<file path="src/hdl/aes_block_cipher_core_defines.svh">
// Assertion macros for the AES block cipher core.
// Used by the top level; depends on nothing.
`ifndef AES_BLOCK_CIPHER_CORE_DEFINES_SVH
`define AES_BLOCK_CIPHER_CORE_DEFINES_SVH
`ifndef ASSERT_OFF
`define AES_ASSERT_IMPL(lbl, prop) \
  lbl: assert property (@(posedge clk) disable iff (rst) prop) \
    else $error("aes core check failed");
`define AES_ASSERT_NEVER(lbl, expr) \
  lbl: assert property (@(posedge clk) disable iff (rst) !(expr)) \
    else $error("aes core forbidden condition");
`else
`define AES_ASSERT_IMPL(lbl, prop)
`define AES_ASSERT_NEVER(lbl, expr)
`endif
`endif

</file>
<file path="src/hdl/aes_pkg.sv">
// Shared types, S-box tables and round functions for the AES core.
// No dependencies.
package aes_pkg;

  typedef enum logic [1:0] {
    ST_EXPAND,
    ST_IDLE,
    ST_ROUND,
    ST_DONE
  } aes_state_t;

  typedef struct packed {
    logic exp_clear;
    logic exp_step;
    logic load;
    logic round_step;
  } aes_cmd_t;

  typedef struct packed {
    logic cfg_hit;
    logic exp_last;
    logic round_last;
  } aes_status_t;

  localparam logic [2:0] REG_KEY_LENGTH = 3'd0;
  localparam logic [2:0] REG_KEY_WORD_0 = 3'd1;
  localparam logic [2:0] REG_KEY_WORD_1 = 3'd2;
  localparam logic [2:0] REG_KEY_WORD_2 = 3'd3;
  localparam logic [2:0] REG_KEY_WORD_3 = 3'd4;

  localparam logic [1:0] KEY_LEN_128 = 2'd0;
  localparam logic [1:0] KEY_LEN_192 = 2'd1;
  localparam logic [1:0] KEY_LEN_256 = 2'd2;

  localparam logic [0:3][7:0] MIX_FWD = {8'h02, 8'h03, 8'h01, 8'h01};
  localparam logic [0:3][7:0] MIX_INV = {8'h0E, 8'h0B, 8'h0D, 8'h09};

  localparam logic [0:255][7:0] FWD_SBOX = {
    8'h63,8'h7c,8'h77,8'h7b,8'hf2,8'h6b,8'h6f,8'hc5,8'h30,8'h01,8'h67,8'h2b,8'hfe,8'hd7,8'hab,8'h76,
    8'hca,8'h82,8'hc9,8'h7d,8'hfa,8'h59,8'h47,8'hf0,8'had,8'hd4,8'ha2,8'haf,8'h9c,8'ha4,8'h72,8'hc0,
    8'hb7,8'hfd,8'h93,8'h26,8'h36,8'h3f,8'hf7,8'hcc,8'h34,8'ha5,8'he5,8'hf1,8'h71,8'hd8,8'h31,8'h15,
    8'h04,8'hc7,8'h23,8'hc3,8'h18,8'h96,8'h05,8'h9a,8'h07,8'h12,8'h80,8'he2,8'heb,8'h27,8'hb2,8'h75,
    8'h09,8'h83,8'h2c,8'h1a,8'h1b,8'h6e,8'h5a,8'ha0,8'h52,8'h3b,8'hd6,8'hb3,8'h29,8'he3,8'h2f,8'h84,
    8'h53,8'hd1,8'h00,8'hed,8'h20,8'hfc,8'hb1,8'h5b,8'h6a,8'hcb,8'hbe,8'h39,8'h4a,8'h4c,8'h58,8'hcf,
    8'hd0,8'hef,8'haa,8'hfb,8'h43,8'h4d,8'h33,8'h85,8'h45,8'hf9,8'h02,8'h7f,8'h50,8'h3c,8'h9f,8'ha8,
    8'h51,8'ha3,8'h40,8'h8f,8'h92,8'h9d,8'h38,8'hf5,8'hbc,8'hb6,8'hda,8'h21,8'h10,8'hff,8'hf3,8'hd2,
    8'hcd,8'h0c,8'h13,8'hec,8'h5f,8'h97,8'h44,8'h17,8'hc4,8'ha7,8'h7e,8'h3d,8'h64,8'h5d,8'h19,8'h73,
    8'h60,8'h81,8'h4f,8'hdc,8'h22,8'h2a,8'h90,8'h88,8'h46,8'hee,8'hb8,8'h14,8'hde,8'h5e,8'h0b,8'hdb,
    8'he0,8'h32,8'h3a,8'h0a,8'h49,8'h06,8'h24,8'h5c,8'hc2,8'hd3,8'hac,8'h62,8'h91,8'h95,8'he4,8'h79,
    8'he7,8'hc8,8'h37,8'h6d,8'h8d,8'hd5,8'h4e,8'ha9,8'h6c,8'h56,8'hf4,8'hea,8'h65,8'h7a,8'hae,8'h08,
    8'hba,8'h78,8'h25,8'h2e,8'h1c,8'ha6,8'hb4,8'hc6,8'he8,8'hdd,8'h74,8'h1f,8'h4b,8'hbd,8'h8b,8'h8a,
    8'h70,8'h3e,8'hb5,8'h66,8'h48,8'h03,8'hf6,8'h0e,8'h61,8'h35,8'h57,8'hb9,8'h86,8'hc1,8'h1d,8'h9e,
    8'he1,8'hf8,8'h98,8'h11,8'h69,8'hd9,8'h8e,8'h94,8'h9b,8'h1e,8'h87,8'he9,8'hce,8'h55,8'h28,8'hdf,
    8'h8c,8'ha1,8'h89,8'h0d,8'hbf,8'he6,8'h42,8'h68,8'h41,8'h99,8'h2d,8'h0f,8'hb0,8'h54,8'hbb,8'h16};

  localparam logic [0:255][7:0] INV_SBOX = {
    8'h52,8'h09,8'h6a,8'hd5,8'h30,8'h36,8'ha5,8'h38,8'hbf,8'h40,8'ha3,8'h9e,8'h81,8'hf3,8'hd7,8'hfb,
    8'h7c,8'he3,8'h39,8'h82,8'h9b,8'h2f,8'hff,8'h87,8'h34,8'h8e,8'h43,8'h44,8'hc4,8'hde,8'he9,8'hcb,
    8'h54,8'h7b,8'h94,8'h32,8'ha6,8'hc2,8'h23,8'h3d,8'hee,8'h4c,8'h95,8'h0b,8'h42,8'hfa,8'hc3,8'h4e,
    8'h08,8'h2e,8'ha1,8'h66,8'h28,8'hd9,8'h24,8'hb2,8'h76,8'h5b,8'ha2,8'h49,8'h6d,8'h8b,8'hd1,8'h25,
    8'h72,8'hf8,8'hf6,8'h64,8'h86,8'h68,8'h98,8'h16,8'hd4,8'ha4,8'h5c,8'hcc,8'h5d,8'h65,8'hb6,8'h92,
    8'h6c,8'h70,8'h48,8'h50,8'hfd,8'hed,8'hb9,8'hda,8'h5e,8'h15,8'h46,8'h57,8'ha7,8'h8d,8'h9d,8'h84,
    8'h90,8'hd8,8'hab,8'h00,8'h8c,8'hbc,8'hd3,8'h0a,8'hf7,8'he4,8'h58,8'h05,8'hb8,8'hb3,8'h45,8'h06,
    8'hd0,8'h2c,8'h1e,8'h8f,8'hca,8'h3f,8'h0f,8'h02,8'hc1,8'haf,8'hbd,8'h03,8'h01,8'h13,8'h8a,8'h6b,
    8'h3a,8'h91,8'h11,8'h41,8'h4f,8'h67,8'hdc,8'hea,8'h97,8'hf2,8'hcf,8'hce,8'hf0,8'hb4,8'he6,8'h73,
    8'h96,8'hac,8'h74,8'h22,8'he7,8'had,8'h35,8'h85,8'he2,8'hf9,8'h37,8'he8,8'h1c,8'h75,8'hdf,8'h6e,
    8'h47,8'hf1,8'h1a,8'h71,8'h1d,8'h29,8'hc5,8'h89,8'h6f,8'hb7,8'h62,8'h0e,8'haa,8'h18,8'hbe,8'h1b,
    8'hfc,8'h56,8'h3e,8'h4b,8'hc6,8'hd2,8'h79,8'h20,8'h9a,8'hdb,8'hc0,8'hfe,8'h78,8'hcd,8'h5a,8'hf4,
    8'h1f,8'hdd,8'ha8,8'h33,8'h88,8'h07,8'hc7,8'h31,8'hb1,8'h12,8'h10,8'h59,8'h27,8'h80,8'hec,8'h5f,
    8'h60,8'h51,8'h7f,8'ha9,8'h19,8'hb5,8'h4a,8'h0d,8'h2d,8'he5,8'h7a,8'h9f,8'h93,8'hc9,8'h9c,8'hef,
    8'ha0,8'he0,8'h3b,8'h4d,8'hae,8'h2a,8'hf5,8'hb0,8'hc8,8'heb,8'hbb,8'h3c,8'h83,8'h53,8'h99,8'h61,
    8'h17,8'h2b,8'h04,8'h7e,8'hba,8'h77,8'hd6,8'h26,8'he1,8'h69,8'h14,8'h63,8'h55,8'h21,8'h0c,8'h7d};

  function automatic logic [7:0] xtime(input logic [7:0] x);
    return {x[6:0], 1'b0} ^ (x[7] ? 8'h1B : 8'h00);
  endfunction

  function automatic logic [7:0] gf_mul(input logic [7:0] x, input logic [7:0] y);
    logic [7:0] acc;
    logic [7:0] a;
    acc = 8'h00;
    a = x;
    for (int i = 0; i < 8; i++) begin
      if (y[i]) acc = acc ^ a;
      a = xtime(a);
    end
    return acc;
  endfunction

  function automatic logic [31:0] sub_word(input logic [31:0] w);
    return {FWD_SBOX[w[31:24]], FWD_SBOX[w[23:16]], FWD_SBOX[w[15:8]], FWD_SBOX[w[7:0]]};
  endfunction

  // Byte k of the state sits at bits 127-8k downto 120-8k; byte = col*4 + row.
  function automatic logic [127:0] shift_rows(input logic [127:0] s, input logic inv);
    logic [127:0] t;
    logic [1:0] from;
    t = '0;
    for (int c = 0; c < 4; c++) begin
      for (int r = 0; r < 4; r++) begin
        from = inv ? 2'(c + 4 - r) : 2'(c + r);
        t[127 - 8 * (c * 4 + r) -: 8] = s[127 - 8 * (int'(from) * 4 + r) -: 8];
      end
    end
    return t;
  endfunction

  function automatic logic [127:0] sub_bytes(input logic [127:0] s, input logic inv);
    logic [127:0] t;
    t = '0;
    for (int k = 0; k < 16; k++) begin
      t[127 - 8 * k -: 8] = inv ? INV_SBOX[s[127 - 8 * k -: 8]] : FWD_SBOX[s[127 - 8 * k -: 8]];
    end
    return t;
  endfunction

  function automatic logic [127:0] mix_columns(input logic [127:0] s, input logic inv);
    logic [127:0] t;
    logic [7:0] acc;
    logic [1:0] k;
    t = '0;
    for (int c = 0; c < 4; c++) begin
      for (int r = 0; r < 4; r++) begin
        acc = 8'h00;
        for (int j = 0; j < 4; j++) begin
          k = 2'(j + 4 - r);
          acc = acc ^ gf_mul(s[127 - 8 * (c * 4 + j) -: 8], inv ? MIX_INV[k] : MIX_FWD[k]);
        end
        t[127 - 8 * (c * 4 + r) -: 8] = acc;
      end
    end
    return t;
  endfunction

  function automatic logic [127:0] enc_round(input logic [127:0] s, input logic [127:0] rk,
                                             input logic mix);
    logic [127:0] t;
    t = shift_rows(sub_bytes(s, 1'b0), 1'b0);
    if (mix) t = mix_columns(t, 1'b0);
    return t ^ rk;
  endfunction

  function automatic logic [127:0] dec_round(input logic [127:0] s, input logic [127:0] rk,
                                             input logic mix);
    logic [127:0] t;
    t = sub_bytes(shift_rows(s, 1'b1), 1'b1) ^ rk;
    if (mix) t = mix_columns(t, 1'b1);
    return t;
  endfunction

endpackage

</file>
<file path="src/hdl/aes_ctrl.sv">
// Sequencer for the AES core: key expansion, block load, rounds, result beat.
// Depends on aes_pkg.
module aes_ctrl import aes_pkg::*; (
  input  logic        clk,
  input  logic        rst,
  input  logic        start,
  input  aes_status_t status,
  output aes_cmd_t    cmd,
  output logic        busy,
  output logic        done
);

  aes_state_t state, state_next;

  always_ff @(posedge clk) begin
    if (rst) state <= ST_EXPAND;
    else     state <= state_next;
  end

  always_comb begin
    state_next = state;
    cmd = '0;
    if (status.cfg_hit) begin
      // key registers changed: rebuild the schedule
      cmd.exp_clear = 1'b1;
      state_next = ST_EXPAND;
    end else begin
      case (state)
        ST_EXPAND: begin
          cmd.exp_step = 1'b1;
          if (status.exp_last) state_next = ST_IDLE;
        end
        ST_IDLE: begin
          if (start) begin
            cmd.load = 1'b1;
            state_next = ST_ROUND;
          end
        end
        ST_ROUND: begin
          cmd.round_step = 1'b1;
          if (status.round_last) state_next = ST_DONE;
        end
        ST_DONE: state_next = ST_IDLE;
        default: state_next = ST_IDLE;
      endcase
    end
  end

  assign busy = (state != ST_IDLE);
  assign done = (state == ST_DONE);

endmodule

</file>
<file path="config.mk">
export PLATFORM = sky130hd
export DESIGN_NAME = aes_ctrl
export DESIGN_NICKNAME = d
export VERILOG_FILES = /design/src/hdl/aes_block_cipher_core_defines.svh /design/src/hdl/aes_pkg.sv /design/src/hdl/aes_ctrl.sv
export SDC_FILE = /design/constraint.sdc
export NUM_CORES = 1
export LEC_CHECK = 0
export ABC_CLOCK_PERIOD_IN_PS = 2050
export CORE_AREA = 5 5 42 44
export DETAILED_ROUTE_END_ITERATION = 7
export DIE_AREA = 0 0 47 49
export DONT_BUFFER_PORTS = 1
export PLACE_DENSITY_LB_ADDON = 0.12
export SYNTH_ARGS = -nofsm -noshare
export SYNTH_HDL_FRONTEND = slang
export SYNTH_SLANG_ARGS = --single-unit
</file>
<file path="constraint.sdc">
create_clock -name clk -period 2.05 [get_ports clk]
set_input_delay 0.1025 -clock clk [delete_from_list [all_inputs] [get_ports clk]]
set_output_delay 0.1025 -clock clk [all_outputs]
set_load 0.05 [all_outputs]
</file>
==> results.md <==
- The run finished with clean final reports.
- The required time at the endpoint of the critical path is 1.95 ns.
- In this run the mean area of a mapped cell was 7.77 um2.
- The fraction of final layout cells with drive strength greater than 1 is 0.233.
- The worst register-to-register path begins at state[1].
- The global-route wire length before repair is 676 um.
- The min-delay analysis places its worst path in the category in -> reg.
- Of the total power, the share spent switching nets is 0.292.
- The number of setup buffers added after CTS is 0.
- The number of buffers between clock root and the deepest sink is 2.
- The number of routed nets with antenna violations is 0.
- CTS built an H-tree with a depth of 1.
- The fraction of the core area covered by cells at the end of the flow is 0.179.
- The via count is between 150 and 200.
- Of the total synthesized cell area, the portion taken by full adders, half adders and majority gates is 0.268.
- Setup violations remaining at the end of the flow were counted as 0.
- The total of flip-flops plus latches after synthesis is 2.
- The floorplan has 14 rows.
- Wires add up to ~420 um.
- The final-layout setup total negative slack is 0 ns.
- The number of slew-limit violations in the final report is 0.
- The share of total power dissipated in sequential elements is 0.259.
- The register ranked first by flip-flop count is state.
- The cell area after synthesis is approximately 190 um2.
- The buffer and inverter count on the worst path is 4.
- The number of primary I/O pins is 12.
- The congestion estimate from routability-driven global placement came to 0.694.
- For this run, the register share of the synthesized area comes to 0.215.
- The total inserted antenna cells is 0.
- The clock network latency to the later pin of the worst-skew pair is 0.22 ns.
- The total design power is 0.168 mW.
- The internal power is approximately 0.12 mW.
- In the final layout, the registers with the most flip-flops are state (2).
- The delay contributed by the slowest stage of the critical path is 0.33 ns.
- The number of cells on the worst reg-to-reg path is 4.
- The total core area is 1400 um2.
- The cell chosen for the clock root is sky130_fd_sc_hd__clkbuf_4.
- Across all register-to-register paths, the minimum setup slack is 0.61 ns.
- The horizontal extent of the die is around 47 um.
- Once the clock tree was built, the resizer swapped 0 gates to a different size.
- Setup repair after global routing left no endpoint under its margin.
- The end of the worst register-to-register path is state[1].
- Of the total power, combinational logic draws 0.233.
- The headroom to the max-slew limit is 0.667.
- By area the synthesized netlist is led by sky130_fd_sc_hd__ha_1 (27%), sky130_fd_sc_hd__dfxtp_1 (21%), sky130_fd_sc_hd__inv_1 (12%).
- For this design the ratio of total power to cell area is 669 nW/um2.
- The most critical setup path has its endpoint at cmd[1].
- The number of CTS-inserted buffers is 3.
- The post-synth net total is 34.
- The die covers 2300 um2.
- In this run the power spent charging and discharging nets is 0.0492 mW.
- The standard cell area after detailed placement is 229 um2.
- The largest area contributor in the synthesized netlist is sky130_fd_sc_hd__ha_1.
- The instance count on the critical path is 6.
- The TritonCTS clock tree is yes.
- Clock skew on the completed layout was measured at roughly 0.00047 ns.
- The number of port buffers is 0.
- The y dimension of the die is 49 um.
- The critical path goes through inv_1 > ha_1 > inv_1 > buf_4 > nor3_1 > buf_4.
- The post-route fraction of the period consumed by the critical path is 0.754.
- At the pin with the least slew margin, the transition time is 0.499 ns.
- The total iterations of the first detailed-routing run is 4.
- The combined global-route utilization of all metal layers is 0.0436.
- Counting tap cells, the placed design contains a total of 43 instances.
- The number of antenna violations at the first check in global routing is 0.
- For this configuration, the core starts out at a cell density of 0.133.
- Across the run, the number of max-cap violations was 0.
- The count of yosys warnings during synthesis is 0.
- Of the total synthesized cell area, the portion taken by XOR and XNOR cells is 0.
- Of the post-synthesis cell area, the part taken by muxes is 0.107.
- The upper clock frequency limit is 647 MHz.
- The non-filler instance count after layout is 46.
- In the routed design, unresolved DRC markers number 0.
- The final critical-path setup slack is around 0.5 ns.
- In this run, the number of DRC markers left after iteration 0 of detailed routing was 5.
- The detailed-route wire length per cell is a little over 9 um.
- The number of different library cells used by synthesis comes to 10.
- Summed over all layers, the global routing overflow is 0.
- The leakage component of the power is 0.128 nW.
- The hold path startpoint is rst.
- The number of global-route vias before repair is between 150 and 200.
- STA classifies the critical path endpoint as an output pin.
- After layout, the minimum clock period comes to around 1.5 ns.
- The largest family of logic cells by synthesized area is adder cells.
- In the final design database the tool counted 42 nets.
- Of the post-synthesis cell area, the dominant cell type holds 0.268.
- Dividing the detail-routed via count by the number of cells gives 3.65.
- The tightest hold path in the finished design has a slack of about 0.11 ns.
- The relative contribution of the clock network to total power is 0.508.
- The maximum ir drop on the vdd rail is 224 uV.
- The data arrival time at the worst-slack endpoint is 1.44 ns.
- The number of endpoints with negative hold slack in the final report is 0.
- The register with the most flip-flops in the layout has 2 of them.
- Of the total synthesized cell area, the portion taken by AND, OR, NAND and NOR gates is 0.195.
- The critical path start-end classification is reg -> out.
- The register clock-pin slew on the reported worst setup and hold paths is 0.03 ns.
- The post-synthesis compound-gate area fraction is 0.0537.
- The startpoint type of the worst setup path is a flop.
- After clock tree synthesis, the flow added hold-fix buffers numbering 0.
- The synthesis-to-finish area growth is 34.9%.
- The final design instance area without fill is 251 um2.
- The clock net in this run drives a total of 2 sinks.
- The first element of the critical path is state[1].
- Before CTS, the worst setup slack after placement is between 0.5 and 0.6 ns.
- The half-perimeter wire length after placement is ~370 um.
- The slowest cell on the critical path is sky130_fd_sc_hd__dfxtp_1.
- The pin count of the biggest net entering global routing is 6.
- The maximum net fanout on the critical path is 4.
- The synthesized netlist cell count is 24.
- The cell family contributing the most delay on the critical path is buffers and inverters.
-- cells in the mapped netlist --
master / number
sky130_fd_sc_hd__nor3_1: 1
sky130_fd_sc_hd__nor2_1: 1
sky130_fd_sc_hd__buf_4: 1
sky130_fd_sc_hd__nand2_1: 4
sky130_fd_sc_hd__ha_1: 4
sky130_fd_sc_hd__inv_1: 6
sky130_fd_sc_hd__nor2b_1: 2
sky130_fd_sc_hd__mux2i_1: 2
sky130_fd_sc_hd__a222oi_1: 1
sky130_fd_sc_hd__dfxtp_1: 2
-- routing by layer --
metal  vias to the layer above  track usage  wire, um
met5                         -            0         0
met4                         0       0.0415         0
met3                         0       0.0221        67
met2                        10       0.0611       194
met1                        72       0.0438       162
li1                         86            -         -
-- power groups by stage --
stage | Sequential [mW] | Combinational (mW) | Clock (mW)
2_1_floorplan | 0.0433 | 0.0361 | 0
3_3_place_gp | 0.0442 | 0.0403 | 0
3_5_place_dp | 0.0443 | 0.0401 | 0
4_1_cts | 0.0437 | 0.0401 | 0.0930
5_1_grt | 0.0441 | 0.0437 | 0.0956
6_report | 0.0436 | 0.0392 | 0.0856
-- how the worst min path moves through the flow --
| stage | end | slack, ns | cells after the start |
|---|---|---|---|
| after CTS | state[1] | 0.11 | 3 |
| after global routing | state[1] | 0.14 | 3 |
| after floorplan | state[1] | 0.31 | 3 |
| after detailed placement | cmd[3] | 0.21 | 0 |
| after global placement | cmd[3] | 0.21 | 0 |
| final | state[1] | 0.11 | 3 |
-- layout make-up --
type                            instances  area [um2]
Tap cell                               16        20.0
Multi-Input combinational cell         15         116
Inverter                                6        22.5
Timing Repair Buffer                    4        30.0
Sequential cell                         2        40.0
Fill cell                             180        1150
Clock buffer                            3        22.5
-- kinds of logic after synthesis --
| logic type | Yosys count |
|---|---|
| simple gates | 8 |
| buf+inv | 7 |
| fa+ha+maj | 4 |
| mux | 2 |
| flops | 2 |
| compound gates | 1 |
-- layout by cell type (no fill, tap or decap) --
master,netlist,final
sky130_fd_sc_hd__nor3_1,1,1
sky130_fd_sc_hd__ha_1,4,4
sky130_fd_sc_hd__mux2i_1,2,2
sky130_fd_sc_hd__nor2_1,1,1
sky130_fd_sc_hd__inv_1,6,6
sky130_fd_sc_hd__clkbuf_4,0,3
sky130_fd_sc_hd__nand2_1,4,4
sky130_fd_sc_hd__dfxtp_1,2,2
sky130_fd_sc_hd__buf_4,1,4
sky130_fd_sc_hd__nor2b_1,2,2
sky130_fd_sc_hd__a222oi_1,1,1
-- worst reg2reg max path: stages (launching register included) --
cell	delay [ns]
sky130_fd_sc_hd__dfxtp_1	0.37
sky130_fd_sc_hd__inv_1	0.08
sky130_fd_sc_hd__ha_1	0.19
sky130_fd_sc_hd__a222oi_1	0.49
sky130_fd_sc_hd__mux2i_1	0.24
(Power assumes the default switching activity.)
